$ cat src/rtl/sve_pkg.sv
// ----------------------------------------------------------------------------
// sve_pkg
// Shared widths, constants, register codes and types of the signed velocity
// estimator.
// ----------------------------------------------------------------------------
package sve_pkg;

    localparam int DIV_W   = 53;   // serial divider dividend / quotient
    localparam int DVS_W   = 24;   // serial divider divisor / remainder
    localparam int CNT_W   = 6;    // iteration counters
    localparam int SQ_IN_W = 33;   // |dx|, |dy|
    localparam int SQ_W    = 66;   // squares and their sum
    localparam int RT_W    = 34;   // square root result
    localparam int RAD_W   = 68;   // radicand padded to an even width
    localparam int REM_W   = 37;   // square root partial remainder
    localparam int WINDOW  = 50;
    localparam int PTR_W   = 6;
    localparam int SUM_W   = 38;

    localparam logic [19:0]        US_PER_S  = 20'd1000000;
    localparam logic [DVS_W-1:0]   BAND_2P   = 24'd411698;
    localparam logic [DVS_W-1:0]   WIN_DIV   = DVS_W'(WINDOW);
    localparam logic signed [32:0] BAND_P    = 33'sd205849;
    localparam logic signed [32:0] BAND_HP   = 33'sd102924;
    // P plus 8192 turns of 2P: keeps h + P positive without changing h mod 2P
    localparam logic [33:0]        WRAP_OFFS = 34'd3372835865;
    localparam logic [31:0]        I32_MAX   = 32'h7fffffff;
    localparam logic [31:0]        I32_MIN   = 32'h80000000;

    localparam logic [15:0] SPEED_DB_RST  = 16'd983;
    localparam logic [15:0] RATE_DB_RST   = 16'd655;
    localparam logic [19:0] TIME_STEP_RST = 20'd9524;

    localparam logic [1:0] CFG_SPEED_DB  = 2'd0;
    localparam logic [1:0] CFG_RATE_DB   = 2'd1;
    localparam logic [1:0] CFG_TIME_STEP = 2'd2;

    typedef enum logic [3:0] {
        ST_IDLE,
        ST_LOAD,
        ST_SQR,
        ST_ROOTS,
        ST_ROOT,
        ST_MUL,
        ST_DIVS,
        ST_DIV,
        ST_RD,
        ST_WIN,
        ST_AVGS,
        ST_AVG,
        ST_DONE
    } state_t;

    typedef struct packed {
        logic rd;
        logic wr;
    } win_ctrl_t;

endpackage

$ cat src/rtl/sve_div.sv
// ----------------------------------------------------------------------------
// sve_div
// Restoring divider, one quotient bit per cycle, MSB of the dividend first.
// ----------------------------------------------------------------------------
module sve_div (
    input  logic                          clk,
    input  logic                          rst_n,
    input  logic                          start,
    input  logic [sve_pkg::DIV_W-1:0]     dividend,
    input  logic [sve_pkg::DVS_W-1:0]     divisor,
    output logic                          done,
    output logic [sve_pkg::DIV_W-1:0]     quot,
    output logic [sve_pkg::DVS_W-1:0]     rem
);

    logic [sve_pkg::CNT_W-1:0] cnt_reg, cnt_next;
    logic                      busy_reg, busy_next;
    logic                      done_reg, done_next;
    logic [sve_pkg::DIV_W-1:0] q_reg, q_next;
    logic [sve_pkg::DVS_W-1:0] r_reg, r_next;
    logic [sve_pkg::DVS_W-1:0] d_reg, d_next;
    logic [sve_pkg::DVS_W:0]   trial;
    logic                      ge;

    always_comb
    begin
        trial     = {r_reg, q_reg[sve_pkg::DIV_W-1]};
        ge        = trial >= {1'b0, d_reg};
        cnt_next  = cnt_reg;
        busy_next = busy_reg;
        done_next = 1'b0;
        q_next    = q_reg;
        r_next    = r_reg;
        d_next    = d_reg;
        if (start)
        begin
            q_next    = dividend;
            r_next    = '0;
            d_next    = divisor;
            cnt_next  = '0;
            busy_next = 1'b1;
        end
        else if (busy_reg)
        begin
            r_next   = ge ? sve_pkg::DVS_W'(trial - {1'b0, d_reg})
                          : trial[sve_pkg::DVS_W-1:0];
            q_next   = {q_reg[sve_pkg::DIV_W-2:0], ge};
            cnt_next = cnt_reg + 1'b1;
            if (cnt_reg == sve_pkg::CNT_W'(sve_pkg::DIV_W - 1))
            begin
                busy_next = 1'b0;
                done_next = 1'b1;
            end
        end
    end

    always_ff @(posedge clk or negedge rst_n)
    begin
        if (!rst_n)
        begin
            cnt_reg  <= '0;
            busy_reg <= 1'b0;
            done_reg <= 1'b0;
        end
        else
        begin
            cnt_reg  <= cnt_next;
            busy_reg <= busy_next;
            done_reg <= done_next;
        end
    end

    always_ff @(posedge clk)
    begin
        q_reg <= q_next;
        r_reg <= r_next;
        d_reg <= d_next;
    end

    assign done = done_reg;
    assign quot = q_reg;
    assign rem  = r_reg;

endmodule

$ cat config.mk
export PLATFORM = sky130hd
export DESIGN_NAME = sve_div
export DESIGN_NICKNAME = d
export VERILOG_FILES = /design/src/rtl/sve_pkg.sv /design/src/rtl/sve_div.sv
export SDC_FILE = /design/constraint.sdc
export NUM_CORES = 1
export LEC_CHECK = 0
export BUFFER_PORTS_ARGS = -buffer_cell sky130_fd_sc_hd__buf_4
export CORE_MARGIN = 3
export CORE_UTILIZATION = 48
export CTS_CLUSTER_SIZE = 25
export DETAILED_ROUTE_END_ITERATION = 10
export PLACE_DENSITY = 0.8
export SLEW_MARGIN = 10
export SYNTH_ARGS = -nofsm -noshare
export SYNTH_HDL_FRONTEND = slang
export SYNTH_SLANG_ARGS = --single-unit
$ cat constraint.sdc
create_clock -name clk -period 2.9 [get_ports clk]
set_clock_uncertainty 0.05 [all_clocks]
set_input_delay 0.29 -clock clk [delete_from_list [all_inputs] [get_ports clk]]
set_output_delay 0.29 -clock clk [all_outputs]
set_load 0.005 [all_outputs]
* Word-level counts from Yosys, hierarchy flattened
Index checks and enable logic that the tools add are counted.
Word-level totals: output and inout bits 78, register bits 109
Operators by class: add/subtract/negate cells 2, reduce and logical (&&, ||, !) cells 1, $lt $le $gt $ge 1, equality and inequality tests 1, mux-type cells 11
Operator list (number):
- 53-bit two-way mux | 2
- 25-bit by 24-bit greater-or-equal comparator with 1-bit output | 1
- 24-bit two-way mux | 1
- 24-bit subtractor | 1
- 6-bit two-way mux | 2
- 6-bit by 1-bit adder with 6-bit output, second input constant | 1
- 6-bit equality test, second input constant | 1
- 1-bit two-way mux | 6
- 2-bit nonzero test | 1

* Longest topological paths before layout
Gate-level depths: netlist of run 1.
depth after elaboration 4, mapped depth 13, gate-level depth less buffers 11

* Least setup slack after synthesis of run 1
Ideal clock, no wire load.
kind register to register, from reg r_reg (netlist bit rem[11]), to reg q_reg (netlist bit quot[0]), data pin, library setup time 0.260 ns, stages on the path, launching flop included 12, arrival 2.381 ns, path slack 0.209 ns, cells stage by stage dfxtp_1 -> ha_1 -> buf_6 -> a21o_1 -> a221o_1 -> a22oi_2 -> a31oi_4 -> o21ai_2 -> nand2b_1 -> buf_6 -> buf_2 -> mux2_2
Between the ends: longest elaborated chain between the ends 3
Ends and longest elaborated chain:
- start, declared | line sve_div.sv:20 | logic [sve_pkg::DVS_W-1:0] r_reg, r_next;
- start signal, assigned | line sve_div.sv:76 | r_reg <= r_next;
- 25-bit by 24-bit greater-or-equal comparator with 1-bit output | line sve_div.sv:28 | ge = trial >= {1'b0, d_reg};
- 53-bit two-way mux | line sve_div.sv:43 | else if (busy_reg)
- 53-bit two-way mux | line sve_div.sv:35 | if (start)
- via q_next, one bit | line sve_div.sv:19 | logic [sve_pkg::DIV_W-1:0] q_reg, q_next;
- end signal, assigned | line sve_div.sv:75 | q_reg <= q_next;
- end, declared | line sve_div.sv:19
The timed path passes the listed nets, and every way through them passes these cells. The select of a mux whose other input is x is not followed. A chain may end at the register's enable or synchronous reset.

* Final worst setup path of run 1
from reg q_reg (netlist bit quot[52]), to reg r_reg (netlist bit rem[22])
Between the ends: longest elaborated chain between the ends 2, elaborated cells on any way between the ends 3
Ends and longest elaborated chain:
- 24-bit subtractor / 25-bit by 24-bit greater-or-equal comparator with 1-bit output (equally long branches) | line sve_div.sv:45, sve_div.sv:28
- 24-bit two-way mux * | line sve_div.sv:45 | r_next = ge ? sve_pkg::DVS_W'(trial - {1'b0, d_reg})
Every way passes the cells marked *; elsewhere a longest branch is shown, timed or not.

==> results of run 1 <==
-- per-layer routing --
| metal | share of wire | wire [um] | GRT usage | vias to the layer above |
|---|---|---|---|---|
| met4 | 0.021 | 306 | 0.07875 | 0 |
| met1 | 0.39 | 5754 | 0.2372 | 2156 |
| met3 | 0.090 | 1332 | 0.08912 | 24 |
| met5 | 0 | 0 | 0 | - |
| li1 | - | - | - | 2205 |
| met2 | 0.50 | 7383 | 0.3776 | 181 |
-- how the worst max path moves through the flow --
stage                         from      end  cells after the start
final                     quot[52]  rem[22]                     11
after global routing      quot[52]  rem[22]                     11
after CTS                 quot[52]  rem[16]                     11
after detailed placement  quot[52]  rem[16]                     11
after global placement    quot[52]  rem[16]                     11
after floorplan            rem[11]  quot[0]                     11
-- per-stage QoR --
step                worst slack [ns]    util
detailed placement           0.07927  0.6159
finish                       0.09725  0.6493
floorplan                     0.2092       -
global route                 -0.1024  0.6493
CTS                          0.04978  0.6409
global placement              0.1792  0.6159
-- worst max-delay path, stage by stage (launching register included) --
cell and delay (ns):
edfxtp_1 0.40, inv_1 0.08, ha_2 0.20, fa_2 0.23
nor2b_2 0.05, o31a_1 0.28, o41a_1 0.49, a21oi_4 0.23
o31ai_4 0.11, a221oi_2 0.29, xor2_1 0.17, a31oi_1 0.09
-- power by group through the flow --
stage | clock network [mW] | registers [mW] | logic (mW)
global route | 1.29 | 2.20 | 2.68
global placement | 0 | 2.18 | 2.26
detailed placement | 0 | 2.19 | 2.31
floorplan | 0 | 2.16 | 1.55
CTS | 1.24 | 2.16 | 2.33
finish | 1.20 | 2.16 | 2.44
-- layout by cell type (no fill, tap or decap), types with 6 or more instances in the layout --
master	count
a211oi_1	6
a21o_1	9
a21oi_1	14
a311oi_1	11
a311oi_2	8
buf_4	174
clkbuf_16	9
dfrtp_1	7
dfxtp_1	24
edfxtp_1	77
ha_1	23
inv_1	33
mux2_2	53
nand2_1	47
nand2b_1	7
nand4_1	6
nor2_1	40
nor3_1	6
o21ai_0	11
xnor2_1	7
xor2_1	13
-- cell type report --
cell class,count,area share
flip-flops and latches,109,0.3938
clock buffers,10,0.03011
inverters,34,0.01678
repair buffers,176,0.1757
clock inverters,6,0.007076
well taps,143,0.02353
multi-input cells,339,0.3530
-- kinds of logic after synthesis --
group	synth area share
AND/OR/NAND/NOR	0.1179
flip-flops	0.5093
AO/OA/AOI/OAI	0.1303
buffers and inverters	0.04556
multiplexers	0.1084
adder cells (fa/ha/maj)	0.05876
XOR/XNOR	0.02981
-- timing repair --
item / in CTS / in global routing
buffers inserted: 0 / 4
setup endpoints to repair: 0 / 9
hold buffers: 1 / 0
resized for setup: 0 / 14
hold endpoints to repair: 8 / 0
==> out/summary.txt, run 1 <==
Required time worst endpoint = 3.07 ns
Top-level port count = 158
YS warnings = 0
RR Endpoint = rem[22]
Post-synth top flop = edfxtp_1
Die area = 13610 um2
Hold_sp = divisor[2]
Critical path type = reg2reg
Post-synth EDFFs = 77
DIE HEIGHT = 116.7 um
Slew Limit Fails = 0
RR Startpoint = quot[52]
Unique cell type count in the Yosys netlist = 61
Final hold violation count = 0
First-pass GRT wire length = 22900 um
Skew-Pair Late Insertion Delay = 0.36 ns
Area of the multi-input gates = 2684 um2
Syn Nets = 615
Layout Cells excl Fill = 817
Layout cells sized above 1 = 0.4095
Initial Util = 0.5018
Slew @ Worst Pin = 0.5551 ns
CTS buffer count = 9
Most frequent cells after synthesis = 77 x edfxtp_1, 53 x mux2_2, 47 x nand2_1
Crit end category = register
Clk slew on worst S/H paths = 0.08 ns
Status = finished, final reports clean
Power Density = 763.1 nW/um2
Core Region = 11710 um2
Max Root-Sink Buffers = 2
Fmax = 356.8 MHz
Initial antenna violation count = 0
Max FFs per register = 53
Synthesized cell area = 5877 um2
Via density = 5.589
Arr. time, crit path = 2.97 ns
Total gr overflow = 0
Syn Area/Cell = 11.57 um2
WHS Endpoint = d_reg[2]
Total vias in the final route = 4566
Post-DRT Antenna Nets = 0
Fin nets = 776
RD Place Congestion = 0.8727
Critical Path Fanout Max = 4
Clock network fraction of design power = 0.207
TritonCTS clock tree = done
DRT Pass-1 Iters = 4
Antenna Cells = 0
Area leader, netlist = edfxtp_1
Hold Path Depth = 1
Worst setup SP type = register
CTS H-Tree Depth = 3
Dpl hpwl = 10690 um
Register area = 2994 um2
Row cnt = 39
Comb pwr share = 0.421
FF+latch count, synth = 109
Reg-to-reg slack, setup = 0.1 ns
Count of final setup violators = 0
Peak VDD IR = 0.0004140 V
P_int = 3.722 mW
Most area-consuming cells after synthesis = edfxtp_1 39%, mux2_2 10%, dfxtp_1 8.2%
Max Cap Viol = 0
1st-iter DRT viols = 184
Setup TNS = 0 ns
Ys async rst share = 0.07339
P&R area growth vs syn = 29.38%
GRT Total Usage = 0.2165
I/O Buffers = 157
DRC errors left = 0
Final WL = 14780 um
Leak pwr = 3.297 nW
Most common cell in the synthesized netlist = edfxtp_1
Post-Place Cells = 795
Power, Total = 5.802 mW
Root buf cell = clkbuf_16
Largest net degree at the start of global routing = 54
Top cell type's share of synthesized area = 0.3934
Post-route cell area = 7604 um2
Sequential Power Share = 0.372
Fin crit period = 2.803 ns
RSZ-0062 raised after global routing = yes
Switch share = 0.3586
Average wire per standard cell = 18.09 um
Die X = 116.7 um
Switching pwr = 2.081 mW
Seq/Total Area, Yosys = 0.5093
Part of the cycle the worst path needs = 0.9665
Worst Hold Class = in2reg
Reg2Reg Depth = 11
Syn Inst Count = 508
Hold_ws = 0.05213 ns
CTS sink cnt = 109
DP Area = 7213 um2
Filler cell count = 924
Max-Slew Margin vs Limit = 0.6299
Vias in the first global route = 4652
Power figures use the tool's default switching activity.
==> run 2, diff against run 1 <==
Settings changed: PLACE_DENSITY 0.8 to 0.86.
==> run 2 against run 1 <==
Net effect: first-iteration DRC count is 35% higher; maximum frequency is 0.66% lower; design area is 0.30% higher; sequential cell count stayed put; wire length is 5.0% lower; combinational power hardly changed; hold slack better by 0.0029 ns; sequential share of layout area is 0.12 points lower; global-route usage is 1.2 points lower; setup slack worse by 0.019 ns; total power is 2.0% higher; register-to-register slack worse by 0.02 ns; highest routed layer unchanged.
==> out/summary.txt, run 2 (same netlist as run 1, synthesis figures left out) <==
Most frequent cells in the layout = 168 x buf_4, 77 x edfxtp_1, 53 x mux2_2
Leak pwr = 3.288 nW
Clk slew on worst S/H paths = 0.08 ns
Largest net degree at the start of global routing = 52
RSZ-0062 raised after global routing = yes
Max Root-Sink Buffers = 2
Layout cells sized above 1 = 0.4081
P&R area growth vs syn = 29.76%
I/O Buffers = 157
Fin crit period = 2.821 ns
Via density = 5.574
Max Cap Viol = 0
RD Place Congestion = 0.8601
Power Density = 775.8 nW/um2
Initial antenna violation count = 0
Critical path type = reg2reg
Fin nets = 771
Die X = 116.7 um
DIE HEIGHT = 116.7 um
Root buf cell = clkbuf_16
Dpl hpwl = 10520 um
Average wire per standard cell = 17.30 um
Max-Slew Margin vs Limit = 0.6270
Final hold violation count = 0
Max FFs per register = 53
Top-level port count = 158
Die area = 13610 um2
Most common cell after layout, fill and taps aside = buf_4
Total gr overflow = 0
Initial Util = 0.5018
CTS H-Tree Depth = 3
Slew Limit Fails = 0
Peak VDD IR = 0.0005318 V
Row cnt = 39
Final WL = 14040 um
First-pass GRT wire length = 21680 um
Skew-Pair Late Insertion Delay = 0.36 ns
Fmax = 354.4 MHz
Core Region = 11710 um2
Crit end category = register
Slew @ Worst Pin = 0.5595 ns
1st-iter DRT viols = 249
Status = finished, final reports clean
Hold_ws = 0.05506 ns
Power, Total = 5.916 mW
Arr. time, crit path = 2.99 ns
Total vias in the final route = 4526
DRT Pass-1 Iters = 4
GRT Total Usage = 0.2050
Vias in the first global route = 4470
Count of final setup violators = 0
Part of the cycle the worst path needs = 0.9729
Filler cell count = 899
Critical Path Fanout Max = 4
Antenna Cells = 0
DRC errors left = 0
TritonCTS clock tree = done
Worst Hold Class = in2reg
Worst setup SP type = register
Required time worst endpoint = 3.07 ns
Post-DRT Antenna Nets = 0
CTS sink cnt = 109
CTS buffer count = 9
==> run 2: timing repair <==
action,CTS,global route
gates resized for setup,0,16
endpoints found under the setup margin,0,18
buffers inserted,0,3
hold buffers,1,0
hold endpoints to repair,8,0
==> run 2: final cells by class <==
class                      count  area, um2  area share
tap                          143      178.9     0.02346
inverter                      34      127.6     0.01673
clock buffer                   9      225.2     0.02953
clock inverter                 7      93.84     0.01231
sequential                   109       2994      0.3926
multi-input combinational    339       2695      0.3534
timing repair buffer         171       1311      0.1719
==> run 2: path summary, 6_finish.rpt <==
kind / from / end / slack [ns] / cells after the start
worst max register to register: quot[52] / rem[22] / 0.08 / 11
worst min register to register: rem[9] / rem[10] / 0.46 / 2
worst min-delay path: divisor[6] / d_reg[6] / 0.06 / 1
max in group asynchronous: rst_n / busy_reg / 2.43 / 2
worst max-delay path: quot[52] / rem[22] / 0.08 / 11
min in group asynchronous: rst_n / busy_reg / 0.24 / 2
==> run 2: power breakdown <==
group          leakage [nW]  total [mW]  switching, mW  internal (mW)
combinational          2.04        2.45           1.25           1.20
sequential             1.10        2.16          0.220           1.94
clock                 0.153        1.30          0.610          0.694
total                  3.29        5.92           2.08           3.84
==> run 2: worst max-delay path: stages, from the launching register on <==
cell and delay, ns:
edfxtp_1 0.42, inv_1 0.08, ha_1 0.17, fa_1 0.21, nor2b_1 0.07, o31a_1 0.27
o41a_1 0.49, a21oi_4 0.24, o31ai_4 0.10, a221oi_1 0.31, xor2_1 0.17, a31oi_1 0.09
==> run 2: layer usage <==
metal,global-route usage,wire [um],vias to the layer above
met5,0,0,-
met4,0.06422,294,0
met3,0.07720,1116,21
met2,0.3528,7073,150
met1,0.2377,5560,2170
li1,-,-,2185
==> run 2: stage by stage <==
| stage | area (um2) | worst slack [ns] | utilization | instances | TNS (ns) |
|---|---|---|---|---|---|
| 6_report | 7626 | 0.07860 | 0.6512 | 812 | 0 |
| 5_1_grt | 7626 | -0.05188 | 0.6512 | 812 | -0.1702 |
| 4_1_cts | 7525 | 0.03613 | 0.6425 | 808 | 0 |
| 3_5_place_dp | 7196 | 0.05831 | 0.6144 | 791 | 0 |
| 3_3_place_gp | 7196 | 0.1645 | 0.6144 | 791 | 0 |
| 2_1_floorplan | 5877 | 0.2092 | - | 508 | 0 |
