--- src/rtl/sve_pkg.sv ---
// ----------------------------------------------------------------------------
// sve_pkg
// Shared widths, constants, register codes and types of the signed velocity
// estimator.
// ----------------------------------------------------------------------------
package sve_pkg;

    localparam int DIV_W   = 53;   // serial divider dividend / quotient
    localparam int DVS_W   = 24;   // serial divider divisor / remainder
    localparam int CNT_W   = 6;    // iteration counters
    localparam int SQ_IN_W = 33;   // |dx|, |dy|
    localparam int SQ_W    = 66;   // squares and their sum
    localparam int RT_W    = 34;   // square root result
    localparam int RAD_W   = 68;   // radicand padded to an even width
    localparam int REM_W   = 37;   // square root partial remainder
    localparam int WINDOW  = 50;
    localparam int PTR_W   = 6;
    localparam int SUM_W   = 38;

    localparam logic [19:0]        US_PER_S  = 20'd1000000;
    localparam logic [DVS_W-1:0]   BAND_2P   = 24'd411698;
    localparam logic [DVS_W-1:0]   WIN_DIV   = DVS_W'(WINDOW);
    localparam logic signed [32:0] BAND_P    = 33'sd205849;
    localparam logic signed [32:0] BAND_HP   = 33'sd102924;
    // P plus 8192 turns of 2P: keeps h + P positive without changing h mod 2P
    localparam logic [33:0]        WRAP_OFFS = 34'd3372835865;
    localparam logic [31:0]        I32_MAX   = 32'h7fffffff;
    localparam logic [31:0]        I32_MIN   = 32'h80000000;

    localparam logic [15:0] SPEED_DB_RST  = 16'd983;
    localparam logic [15:0] RATE_DB_RST   = 16'd655;
    localparam logic [19:0] TIME_STEP_RST = 20'd9524;

    localparam logic [1:0] CFG_SPEED_DB  = 2'd0;
    localparam logic [1:0] CFG_RATE_DB   = 2'd1;
    localparam logic [1:0] CFG_TIME_STEP = 2'd2;

    typedef enum logic [3:0] {
        ST_IDLE,
        ST_LOAD,
        ST_SQR,
        ST_ROOTS,
        ST_ROOT,
        ST_MUL,
        ST_DIVS,
        ST_DIV,
        ST_RD,
        ST_WIN,
        ST_AVGS,
        ST_AVG,
        ST_DONE
    } state_t;

    typedef struct packed {
        logic rd;
        logic wr;
    } win_ctrl_t;

endpackage

--- src/rtl/sve_sqrt.sv ---
// ----------------------------------------------------------------------------
// sve_sqrt
// Digit-by-digit integer square root, two radicand bits per cycle.
// ----------------------------------------------------------------------------
module sve_sqrt (
    input  logic                        clk,
    input  logic                        rst_n,
    input  logic                        start,
    input  logic [sve_pkg::SQ_W-1:0]    rad,
    output logic                        done,
    output logic [sve_pkg::RT_W-1:0]    root
);

    logic [sve_pkg::CNT_W-1:0] cnt_reg, cnt_next;
    logic                      busy_reg, busy_next;
    logic                      done_reg, done_next;
    logic [sve_pkg::RAD_W-1:0] rad_reg, rad_next;
    logic [sve_pkg::REM_W-1:0] rem_reg, rem_next;
    logic [sve_pkg::RT_W-1:0]  root_reg, root_next;
    logic [sve_pkg::REM_W-1:0] r2;
    logic [sve_pkg::REM_W-1:0] trial;
    logic                      ge;

    always_comb
    begin
        r2        = {rem_reg[sve_pkg::REM_W-3:0], rad_reg[sve_pkg::RAD_W-1 -: 2]};
        trial     = {1'b0, root_reg, 2'b01};
        ge        = r2 >= trial;
        cnt_next  = cnt_reg;
        busy_next = busy_reg;
        done_next = 1'b0;
        rad_next  = rad_reg;
        rem_next  = rem_reg;
        root_next = root_reg;
        if (start)
        begin
            rad_next  = sve_pkg::RAD_W'(rad);
            rem_next  = '0;
            root_next = '0;
            cnt_next  = '0;
            busy_next = 1'b1;
        end
        else if (busy_reg)
        begin
            rem_next  = ge ? r2 - trial : r2;
            root_next = {root_reg[sve_pkg::RT_W-2:0], ge};
            rad_next  = {rad_reg[sve_pkg::RAD_W-3:0], 2'b00};
            cnt_next  = cnt_reg + 1'b1;
            if (cnt_reg == sve_pkg::CNT_W'(sve_pkg::RT_W - 1))
            begin
                busy_next = 1'b0;
                done_next = 1'b1;
            end
        end
    end

    always_ff @(posedge clk or negedge rst_n)
    begin
        if (!rst_n)
        begin
            cnt_reg  <= '0;
            busy_reg <= 1'b0;
            done_reg <= 1'b0;
        end
        else
        begin
            cnt_reg  <= cnt_next;
            busy_reg <= busy_next;
            done_reg <= done_next;
        end
    end

    always_ff @(posedge clk)
    begin
        rad_reg  <= rad_next;
        rem_reg  <= rem_next;
        root_reg <= root_next;
    end

    assign done = done_reg;
    assign root = root_reg;

endmodule

--- config.mk ---
export PLATFORM = sky130hd
export DESIGN_NAME = sve_sqrt
export DESIGN_NICKNAME = d
export VERILOG_FILES = /design/src/rtl/sve_pkg.sv /design/src/rtl/sve_sqrt.sv
export SDC_FILE = /design/constraint.sdc
export NUM_CORES = 1
export LEC_CHECK = 0
export ABC_CLOCK_PERIOD_IN_PS = 3900
export BUFFER_PORTS_ARGS = -buffer_cell sky130_fd_sc_hd__buf_2
export CAP_MARGIN = 15
export CORE_UTILIZATION = 47
export CTS_CLUSTER_DIAMETER = 50
export DETAILED_ROUTE_END_ITERATION = 7
export PLACE_DENSITY = 0.66
export SYNTH_ARGS = -nofsm -noshare
export SYNTH_HDL_FRONTEND = slang
export SYNTH_SLANG_ARGS = --single-unit
--- constraint.sdc ---
create_clock -name clk -period 3.9 [get_ports clk]
set_clock_uncertainty 0.05 [all_clocks]
set_input_delay 0.585 -clock clk [delete_from_list [all_inputs] [get_ports clk]]
set_output_delay 0.585 -clock clk [all_outputs]
set_load 0.1 [all_outputs]
# ---- Word-level counts from Yosys, hierarchy flattened
# Cells that the tools add are included.
dict set report classes {
  multipliers 0
  div 0
  addsub 2
  reduce_logical 1
  n_eq_ne 1
  order_cmp 1
  bitwise_logic 0
  shift 0
  muxes 11
}
# operator count
set op_table {}
lappend op_table {{two-way mux 66 bit} 2}
lappend op_table {{greater-or-equal comparator 37 x 36 -> 1 bit} 1}
lappend op_table {{two-way mux 35 bit} 1}
lappend op_table {{subtractor 35 bit} 1}
lappend op_table {{two-way mux 6 bit} 2}
lappend op_table {{adder 6 x 1 -> 6 bit (second input constant)} 1}
lappend op_table {{== test 6 bit (second input constant)} 1}
lappend op_table {{two-way mux 1 bit} 6}
lappend op_table {{nonzero test 2 bit} 1}
dict set report word_totals {
  mem_bits_rw 0
  input_bits 69
  wordCells 23
  out_inout_bits 35
  latch_bits 0
  n_memories 0
  mem_bits_ro 0
  register_bits 145
}

# ---- Longest topological paths before layout
# Gate-level depths: netlist of the first run.
dict set report depth {
  word_depth 4
  ltp_mapped 14
  ltp_nobuf 11
}

# ---- Worst setup path before layout of the first run
# OpenSTA, ideal clock, no wires.
dict set report synth_timing {
  kind {register to register}
  from {register root_reg, in the netlist root[0]}
  to {register rem_reg[34] in the netlist's numbering}
  setup_ps 144
  path_stages_with_launch 12
  arrival_ps 3356
  setup_slack_ps 350
  required_time_ps 3706
  n_path_buf 0
  synth_period_minus_slack_ps 3550
  cell_sequence {dfxtp_1 -> inv_1 -> ha_1 -> nor2b_1 -> o31a_1 -> o32ai_2 -> o21ai_1 -> a21oi_2 -> nor3_1 -> or4_1 -> a21oi_1 -> a2111oi_2}
}
dict set report synth_between {
  elab_chain_cells 2
  elab_cells_between_ends 3
  classes_between {1 x add/sub; 1 x order compare; 1 x mux}
}
# element line_no
set synth_rtl {}
lappend synth_rtl {{start, declared} sve_sqrt.sv:19} ;# logic [sve_pkg::RT_W-1:0] root_reg, root_next;
lappend synth_rtl {{start signal, assigned} sve_sqrt.sv:77} ;# root_reg <= root_next;
lappend synth_rtl {{subtractor 35 bit or greater-or-equal comparator 37 x 36 -> 1 bit (tied branches)} {sve_sqrt.sv:45, sve_sqrt.sv:28}}
lappend synth_rtl {{two-way mux 35 bit (*)} sve_sqrt.sv:45} ;# rem_next = ge ? r2 - trial : r2;
lappend synth_rtl {{end signal, assigned} sve_sqrt.sv:76} ;# rem_reg <= rem_next;
lappend synth_rtl {{end, declared} sve_sqrt.sv:18} ;# logic [sve_pkg::REM_W-1:0] rem_reg, rem_next;
# Every way passes the cells marked *; elsewhere a longest branch is shown, timed or not.
# A chain may end at the register's enable or synchronous reset.

# ---- Worst setup path in the final report of the first run
dict set report layout_timing {
  from {register root_reg, in the netlist root[1]}
  to {register rem_reg[32] in the netlist's numbering}
}
# Same word-level chain as after synthesis.

==> impl_results.md, run 1 <==
- Min-Delay Path Depth: 2
- First-pass GRT wire length: approximately 27 mm
- Fin crit period: around 3200 ps
- Cts repair resizes: 0
- Setup crit start kind: flop
- Power per cell area: 748 nW/um2
- Num CTS Buffers: 17
- CTS max path bufs: 2
- Crit path DAT: roughly 3400 ps
- Commonest non-fill, non-tap cell in the layout: buf_2
- Die X: 132 um
- Final setup violation count: 0
- Worst Max-Slew Pin Slew: between 800 and 900 ps
- Largest net degree at the start of global routing: ~150
- Final Net Count: between 900 and 1000
- TritonCTS clock tree: yes
- Count of different cell masters after synthesis: 65
- Dominant synthesized flop cell: dfxtp_1
- Share of cells above drive strength 1: between 20% and 30%
- Setup CP Type: reg -> reg
- Post-DP HPWL: between 10 and 15 mm
- Post-Synthesis Cells: 765
- Vias: 5800
- Routability cong.: a little over 0.8
- Final Util: between 50% and 60%
- Total grt overflow: 0
- Top cell type's share of synthesized area: between 20% and 30%
- Ys Warns: 0
- Max-Cap Viols: 0
- Yosys reg bits: 145
- Root Driver: clkbuf_16
- Layout filler cell count: 1467
- Area Overhead vs Synth: 16.3%
- Avg Cell Area, Syn: around 10 um2
- CP required: around 4100 ps
- Worst skew pair latency: between 400 and 500 ps
- Via/cell ratio: approximately 5.3
- Antenna violations before repair: 0
- Initial core utilization: approximately half
- Post-synth top area cell: edfxtp_1
- Asr flop ratio synth: between 5 and 6%
- Post-CTS Setup Bufs: 0
- Most frequent cells in the layout: buf_2, nor2_1, dfxtp_1
- Syn nets: 872
- Mapped cell area: between 7000 and 8000 um2
- Setup TNS: 0 ps
- Sequential share of the synthesized area: 45.4%
- H-tree levels: 4
- Max Slew Vio Count: 0
- Reg2Reg Depth: 12
- Global Route Usage Sum: roughly a fifth
- HP Class: in -> reg
- CTS Hold Bufs: 1
- Outcome: finished, final reports clean
- IO Port Bufs: ~100
- Vias in the first global route: around 5600
- Final WL: about 16 mm
- Maximum VDD drop: about 0.44 mV
- Drt first pass iters: 5
- Fin Hold WS: around 390 ps
- Leak: roughly 4.1 nW
- Max FFs per register: slightly below 70
- Setup repair after global routing missed its margin: no
- Final Hold Viols: 0
- CTS sink cnt: 145
- Initial DRC count: about 210
- Area after DPL: 8640 um2
- Fin area: a little over 9000 um2
- Final ANT Viol Nets: 0
- Core Box Area: roughly 17000 um2
- Crit share post-route: ~80%
- Wire per inst: about 15 um
- Crit end category: flop
- Fmax achieved: about 310 MHz
- Clock slew at reported path FFs: ~70 ps
- I/O pin cnt: 104
- Normalized max-slew margin: between 40% and 50%
- Post-route DRC violation count: 0
- Top cells by area, synth: edfxtp_1, dfxtp_1, mux2_2, mux2i_1, ha_1
- Post-synth EDFFs: between 60 and 70
- Row cnt: 47
- Die height: between 100 and 150 um
- Die area: 17400 um2
- CP Max Fanout: 39
-- power by group --
| group | internal [mW] | switching [mW] |
|---|---|---|
| clock | 0.859 | 0.747 |
| combinational | 1.50 | 1.82 |
| sequential | 1.84 | 0.141 |
-- worst paths after layout --
path | slack, ps | end | startpoint
max | 700 | rem_reg[32]$_SDFFE_PP0P_ | root[1]$_SDFFE_PP0P_
min | 390 | rad_reg[1]$_SDFFCE_PN0P_ | rad[1]
max reg2reg | 700 | rem_reg[32]$_SDFFE_PP0P_ | root[1]$_SDFFE_PP0P_
min reg2reg | 440 | rem_reg[8]$_SDFFE_PP0P_ | rem_reg[8]$_SDFFE_PP0P_
max in group asynchronous | 3110 | busy_reg$_DFF_PN0_ | rst_n
min in group asynchronous | 490 | cnt_reg[3]$_DFFE_PN0P_ | rst_n
-- area by class of cell --
cell class	instances	area, um2	area share, %
flip-flops and latches	145	3610	39.1
clock buffers	17	425	4.61
well taps	220	275	2.98
clock inverters	15	160	1.73
multi-input cells	539	4000	43.3
inverters	44	165	1.79
repair buffers	111	606	6.56
diodes	1	2.50	0.0271
-- stage by stage --
stage	total power [mW]	setup WS, ps	instances
global placement	5.31	751	1058
finish	6.91	702	1092
floorplan	4.73	350	765
CTS	6.97	692	1091
detailed placement	5.32	717	1058
global route	7.42	441	1091
-- critical path, cell delays in order, from the launching register on --
cell and delay, ps:
dfxtp_1 380, inv_1 60, ha_1 350, o21a_1 160, a2bb2oi_2 200, a211o_2 200
a41oi_4 170, or3_4 380, o41ai_4 290, buf_12 290, nand2_1 200, a21oi_1 250
a2111oi_2 70
-- kinds of logic after synthesis --
family / count (synthesis) / share of synthesized area, %
AOI/OAI and AO/OA: 162 / 14.0
xor gates and xnor gates: 31 / 3.42
adders and majority gates: 38 / 5.99
buffers and inverters: 81 / 4.32
DFF: 145 / 45.4
muxes: 120 / 16.1
and+or+nand+nor: 188 / 10.8
-- cells in the mapped netlist (18+ instances only) --
library cell  number
dfxtp_1           71
nor2_1            82
a21oi_1           44
mux2i_1           56
ha_1              38
nand2_1           48
edfxtp_1          66
clkbuf_1          26
a211oi_1          25
xnor2_1           18
o21ai_0           31
mux2_2            64
inv_1             43
-- metal layers --
layer / global-route usage [%] / vias to the layer above / routed length (um)
met5: 0 / - / 0
li1: - / 2979 / -
met4: 6.01 / 0 / 153
met1: 24.9 / 2696 / 7680
met3: 6.34 / 15 / 894
met2: 30.0 / 110 / 7290
(Power assumes the default switching activity.)
==> run 2: changes to the inputs <==
--- a/config.mk
+++ b/config.mk
@@ -5,13 +5,13 @@
 export SDC_FILE = /design/constraint.sdc
 export NUM_CORES = 1
 export LEC_CHECK = 0
-export ABC_CLOCK_PERIOD_IN_PS = 3900
+export ABC_CLOCK_PERIOD_IN_PS = 2900
 export BUFFER_PORTS_ARGS = -buffer_cell sky130_fd_sc_hd__buf_2
 export CAP_MARGIN = 15
 export CORE_UTILIZATION = 47
 export CTS_CLUSTER_DIAMETER = 50
 export DETAILED_ROUTE_END_ITERATION = 7
-export PLACE_DENSITY = 0.66
+export PLACE_DENSITY = 0.69
 export SYNTH_ARGS = -nofsm -noshare
 export SYNTH_HDL_FRONTEND = slang
 export SYNTH_SLANG_ARGS = --single-unit
==> constraint.sdc (replaced) <==
create_clock -name clk -period 2.9 [get_ports clk]
set_clock_uncertainty 0.05 [all_clocks]
set_input_delay 0.435 -clock clk [delete_from_list [all_inputs] [get_ports clk]]
set_output_delay 0.435 -clock clk [all_outputs]
set_load 0.1 [all_outputs]
==> run 2 against run 1 <==
- fmax rose by 12%
- total power is 53% higher
- count of clock-buffer cells in the layout grew 2
- critical path type unchanged
- highest routed layer unchanged
- register-to-register slack got worse by 660 ps
- global-route usage is 0.93 points higher
- core utilization up 4.4 points
- cell area increased by 7.9%
==> impl_results.md, run 2 (same netlist as run 1, synthesis figures left out) <==
- Fin crit period: 2860 ps (-336 ps)
- Outcome: finished, final reports clean
- Die area: 17400 um2 (unchanged)
- Global Route Usage Sum: 20.0% (+0.93 points)
- Crit end category: flop
- Final Util: 60.3% (+4.4 points)
- Vias in the first global route: 5905 (+5.2%)
- Total grt overflow: 0 (unchanged)
- Final Power: 10.6 mW (+53%)
- Final WL: 17.3 mm (+8.1%)
- Routability cong.: 0.857 (+3.6%)
- Num CTS Buffers: 17 (unchanged)
- Reg2Reg Depth: 10 (-2)
- CTS max path bufs: 2 (unchanged)
- Core Box Area: 16500 um2 (unchanged)
- Maximum VDD drop: 0.533 mV (+20%)
- Delay-heaviest family, CP: simple AND/OR/NAND/NOR gates
- Reg2reg start: root[14]$_SDFFE_PP0P_
- Final Net Count: 1016 (+5.3%)
- Worst Max-Slew Pin Slew: 930 ps (+115 ps)
- Initial DRC count: 362 (+72%)
- CP max-delay cell: or3_4
- Vias: 6130 (+5.7%)
- Most frequent cells in the layout: buf_2, nor2_1, edfxtp_1
- Crit share post-route: 98.7% (+17 points)
- Share of cells above drive strength 1: 37.4% (+12 points)
- Wire per inst: 15.2 um (+3.5%)
- Worst skew pair latency: 430 ps (about the same)
- Hold wc startpoint: rad[0]
- Root Driver: clkbuf_16
- R2R Path End: rem_reg[2]$_SDFFE_PP0P_
- Max-Cap Viols: 0 (unchanged)
- CP Max Fanout: 7 (-82%)
- Crit path DAT: 3090 ps (-330 ps)
- Clock slew at reported path FFs: 60 ps (about the same)
- Final ANT Viol Nets: 0 (unchanged)
- WP buf/inv: 3 (+1)
- Row cnt: 47 (unchanged)
- Setup crit start kind: flop
- Crit path cell chain: inv_1, ha_1, nand2_1, or3_1, or3_4, o41ai_4, buf_6, buf_4, mux2i_4, a211oi_2
- Power per cell area: 1060 nW/um2 (+42%)
- Final setup violation count: 0 (unchanged)
- Area Overhead vs Synth: 25.5%
- CTS sink cnt: 145 (unchanged)
- H-tree levels: 4 (unchanged)
- Max Slew Vio Count: 0 (unchanged)
- Die X: 132 um (unchanged)
- Slowest stage delay, CP: 390 ps (about the same)
- I/O pin cnt: 104 (unchanged)
- Levels on crit path: 10 (-2)
- TritonCTS clock tree: yes
- Worst setup path startpoint: root[14]$_SDFFE_PP0P_
- Final Hold Viols: 0 (unchanged)
- First-pass GRT wire length: 28.2 mm (+5.3%)
- Post-route DRC violation count: 0 (unchanged)
- Die height: 132 um (unchanged)
- Ant diodes: 0 (-1)
- Fmax achieved: 349 MHz (+12%)
- Post-DP HPWL: 11.5 mm (+5.8%)
- Leak: 4.41 nW (+7.1%)
- Worst reg2reg setup slack: 40 ps (-660 ps)
- Largest net degree at the start of global routing: 145 (unchanged)
- Min-Delay Path Depth: 2 (unchanged)
- HP Class: in -> reg
- Worst Hold Path EP: rad_reg[0]$_SDFFCE_PN0P_
- Via/cell ratio: 5.37 (+1.2%)
- Drt first pass iters: 5 (unchanged)
- Setup CP Type: reg -> reg
- Initial core utilization: 48.0% (unchanged)
- Normalized max-slew margin: 38.0% (-7.7 points)
- Antenna violations before repair: 0 (unchanged)
- CP required: 3130 ps (-990 ps)
- Max FFs per register: 68 (unchanged)
- Setup repair after global routing missed its margin: yes
- IO Port Bufs: 103 (unchanged)
- Commonest non-fill, non-tap cell in the layout: buf_2
run 2: cell type report:
cell class / instances / area [um2]
Sequential cell: 145 / 3690
Inverter: 44 / 168
Clock buffer: 19 / 433
Fill cell: 1409 / 6560
Multi-Input combinational cell: 539 / 4240
Clock inverter: 12 / 88.8
Timing Repair Buffer: 162 / 1070
Tap cell: 220 / 275
run 2: metrics by stage:
stage	cells	cell area [um2]	hold slack, ps	setup WS (ps)	setup TNS (ps)
floorplan	765	8080	89.4	-25.7	-68.8
global placement	1097	9090	236	-14.0	-27.1
detailed placement	1097	9090	240	-98.2	-288
CTS	1129	9640	233	-22.9	-31.0
global route	1141	9970	238	-121	-1460
finish	1141	9970	247	38.4	0
run 2: report_power, final:
group / total, mW / switching [mW] / internal, mW
Clock: 1.98 / 0.890 / 1.09
Sequential: 2.68 / 0.214 / 2.47
Combinational: 5.93 / 2.93 / 3.00
Total: 10.6 / 4.03 / 6.56
run 2: worst max path at each step:
stage	end	slack (ps)
2_1_floorplan	rem_reg[20]$_SDFFE_PP0P_	-30
3_3_place_gp	rem_reg[34]$_SDFFE_PP0P_	-10
3_5_place_dp	rem_reg[29]$_SDFFE_PP0P_	-100
4_1_cts	rem_reg[11]$_SDFFE_PP0P_	-20
5_1_grt	rem_reg[29]$_SDFFE_PP0P_	-120
6_report	rem_reg[2]$_SDFFE_PP0P_	40
run 2: worst register-to-register path, delay by kind of cell (launching register included):
family,cells,cell delay [ps]
compound gates,2,430
fa+ha+maj,1,340
buf+inv,3,400
flops,1,350
mux,1,220
simple gates,3,920
run 2: layer usage:
metal,vias to the layer above,wire (um),global-route usage (%)
li1,3079,-,-
met1,2877,7980,25.6
met2,153,8150,32.9
met3,21,963,5.77
met4,0,215,5.62
met5,-,0,0
run 2: timing repair:
action	CTS	global route
hold buffers	1	0
pin swaps	0	19
hold endpoints to repair	8	0
setup buffers	0	11
gates resized for setup	6	52
gates cloned	0	1
endpoints found under the setup margin	7	36
==> run 3: changes to the inputs <==
--- a/config.mk
+++ b/config.mk
@@ -8,10 +8,11 @@
 export ABC_CLOCK_PERIOD_IN_PS = 2900
 export BUFFER_PORTS_ARGS = -buffer_cell sky130_fd_sc_hd__buf_2
 export CAP_MARGIN = 15
-export CORE_UTILIZATION = 47
+export CORE_UTILIZATION = 53
 export CTS_CLUSTER_DIAMETER = 50
+export CTS_CLUSTER_SIZE = 28
 export DETAILED_ROUTE_END_ITERATION = 7
-export PLACE_DENSITY = 0.69
+export PLACE_DENSITY = 0.76
 export SYNTH_ARGS = -nofsm -noshare
 export SYNTH_HDL_FRONTEND = slang
 export SYNTH_SLANG_ARGS = --single-unit
==> run 3 against run 2 <==
- sequential share of layout area hardly changed
- register-to-register slack improved by 30 ps
- combinational power shrank 3.4%
- non-clock buffer count fell by 3
- via count rose by 1.1%
- critical path depth is 3 higher
- total power grew 1.2%
- worst hold slack improved by 3.6 ps
- final cell count is 3.3% lower
- critical endpoint is now rem_reg[32]$_SDFFE_PP0P_
- largest cell class unchanged
- highest routed layer unchanged
==> impl_results.md, run 3 (same netlist as run 1, synthesis figures left out) <==
- Initial core utilization: 54.4% (+6.4 points)
- I/O pin cnt: 104 (unchanged)
- Global Route Usage Sum: 22.0% (+2.0 points)
- Via/cell ratio: 5.62 (+4.6%)
- Die area: 15500 um2 (-11%)
- Outcome: finished, final reports clean
- Reg2reg start: root[14]$_SDFFE_PP0P_
- Root Driver: clkbuf_16
- CP Max Fanout: 6 (-1)
- Row cnt: 44 (-6.4%)
- Layout filler cell count: 1129 (-20%)
- Worst Max-Slew Pin Slew: 511 ps (-419 ps)
- CTS sink cnt: 145 (unchanged)
- Setup crit start kind: flop
- Final Net Count: 1013 (-0.30%)
- Final WL: 17.4 mm (+0.67%)
- Layout Cells excl Fill: 1103 (-3.3%)
- Vias in the first global route: 6028 (+2.1%)
- Die X: 124 um (-5.7%)
- Fin Hold WS: 251 ps (+3.57 ps)
- Worst Hold Path EP: rad_reg[0]$_SDFFCE_PN0P_
- CP required: 3170 ps (+40 ps)
- Vias: 6200 (+1.1%)
- HP Class: in -> reg
- Num CTS Buffers: 17 (unchanged)
- Routability cong.: 0.936 (+9.3%)
- Fin crit period: 2830 ps (-28.1 ps)
- Post-DP HPWL: 11.4 mm (-0.64%)
- Final Hold Viols: 0 (unchanged)
- Antenna violations before repair: 0 (unchanged)
- Crit path DAT: 3110 ps (+20 ps)
- Max Slew Vio Count: 0 (unchanged)
- Max FFs per register: 68 (unchanged)
- Clock slew at reported path FFs: 70 ps (about the same)
- Fmax achieved: 353 MHz (+0.99%)
- Maximum VDD drop: 0.555 mV (+4.2%)
- Die height: 124 um (-5.7%)
- Drt first pass iters: 5 (unchanged)
- Power per cell area: 1070 nW/um2 (+1.1%)
- Post-route DRC violation count: 0 (unchanged)
- Reg2Reg Depth: 13 (+3)
- First-pass GRT wire length: 28.0 mm (-0.68%)
- Share of cells above drive strength 1: 37.1% (-0.25 points)
- Setup repair after global routing missed its margin: yes
- Commonest non-fill, non-tap cell in the layout: buf_2
- Multi-input logic area: 4220 um2 (-0.41%)
- Total grt overflow: 0 (unchanged)
- Crit share post-route: 97.7% (-0.97 points)
- TritonCTS clock tree: yes
- Placed Instances: 1057 (-3.6%)
- Setup TNS: 0 ps (unchanged)
- Final ANT Viol Nets: 0 (unchanged)
- Reg area: 3690 um2 (about the same)
- Final Power: 10.7 mW (+1.2%)
- Crit end category: flop
- Most frequent cells in the layout: buf_2, nor2_1, edfxtp_1
- IO Port Bufs: 103 (unchanged)
- Min-Delay Path Depth: 2 (unchanged)
- Normalized max-slew margin: 65.9% (+28 points)
- Area Overhead vs Synth: 25.6% (about the same)
- Worst skew pair latency: 420 ps (about the same)
- CTS max path bufs: 2 (unchanged)
- Hold wc startpoint: rad[0]
- Final setup violation count: 0 (unchanged)
- Initial DRC count: 293 (-19%)
- Worst reg2reg setup slack: 70 ps (+30 ps)
- Setup CP Type: reg -> reg
- Leak: 4.43 nW (+0.52%)
- H-tree levels: 4 (unchanged)
- Core Box Area: 14600 um2 (-12%)
- R2R Path End: rem_reg[32]$_SDFFE_PP0P_
- Max-Cap Viols: 0 (unchanged)
- Largest net degree at the start of global routing: 100 (-31%)
- Wire per inst: 15.8 um (+4.1%)
- Ant diodes: 0 (unchanged)
run 3: cell count changes in the layout (fill, tap and decap cells not counted), moves of 3 or more:
cell / before / now
buf_6: 7 / 1
clkinvlp_4: 6 / 1
inv_8: 0 / 5
ha_1: 31 / 28
nand2_1: 43 / 46
nand2_4: 3 / 0
run 3: where the power goes:
part | switching [mW] | internal, mW | total, mW | leakage [nW]
clock network | 0.968 | 1.32 | 2.28 | 0.301
registers | 0.230 | 2.46 | 2.69 | 1.41
logic | 2.86 | 2.88 | 5.73 | 2.72
run 3: stage by stage:
step / instance area (um2) / util, % / worst slack, ps
3_5_place_dp: 9020 / 61.9 / -13.6
5_1_grt: 9970 / 68.3 / -53.3
4_1_cts: 9660 / 66.2 / 8.00
2_1_floorplan: 8080 / - / -25.7
3_3_place_gp: 9020 / 61.9 / 65.6
6_report: 9970 / 68.3 / 66.5
run 3: area by class of cell:
| class | instances | area share [%] |
|---|---|---|
| Multi-Input combinational cell | 539 | 42.3 |
| Clock buffer | 17 | 4.27 |
| Timing Repair Buffer | 159 | 10.5 |
| Clock inverter | 15 | 1.93 |
| Inverter | 44 | 1.66 |
| Tap cell | 184 | 2.31 |
| Sequential cell | 145 | 37.0 |
run 3: critical path, stage by stage, from the launching register on:
cell	delay, ps
dfxtp_4	350
inv_1	40
ha_1	350
a21oi_2	190
o211ai_1	130
a221oi_2	300
o21ai_1	150
a31oi_2	240
o41ai_4	140
buf_6	160
buf_4	130
nand3_1	70
o21ai_1	80
a2111oi_2	350
run 3: what timing repair did:
action                                  4_1_cts  5_1_grt
cloned                                        0        3
buffers inserted                              0       10
gates resized for setup                       3       38
hold buffers                                  1        0
endpoints found under the setup margin        7       35
hold endpoints to repair                      8        0
pin swaps                                     0        8
run 3: worst max-delay path by stage:
stage                                startpoint                  endpoint  slack [ps]  cells after the start
after floorplan            root[2]$_SDFFE_PP0P_  rem_reg[20]$_SDFFE_PP0P_         -30                     13
after global placement     root[2]$_SDFFE_PP0P_  rem_reg[26]$_SDFFE_PP0P_          70                     12
after detailed placement   root[2]$_SDFFE_PP0P_  rem_reg[26]$_SDFFE_PP0P_         -10                     12
after CTS                  root[2]$_SDFFE_PP0P_  rem_reg[11]$_SDFFE_PP0P_           8                     12
after global routing      root[14]$_SDFFE_PP0P_  rem_reg[32]$_SDFFE_PP0P_         -50                     13
final                     root[14]$_SDFFE_PP0P_  rem_reg[32]$_SDFFE_PP0P_          70                     13
run 3: routing by layer:
metal | global-route usage (%) | wire, um
met1 | 27.5 | 7610
met2 | 37.0 | 8660
met3 | 6.10 | 904
met4 | 6.59 | 252
met5 | 0 | 0
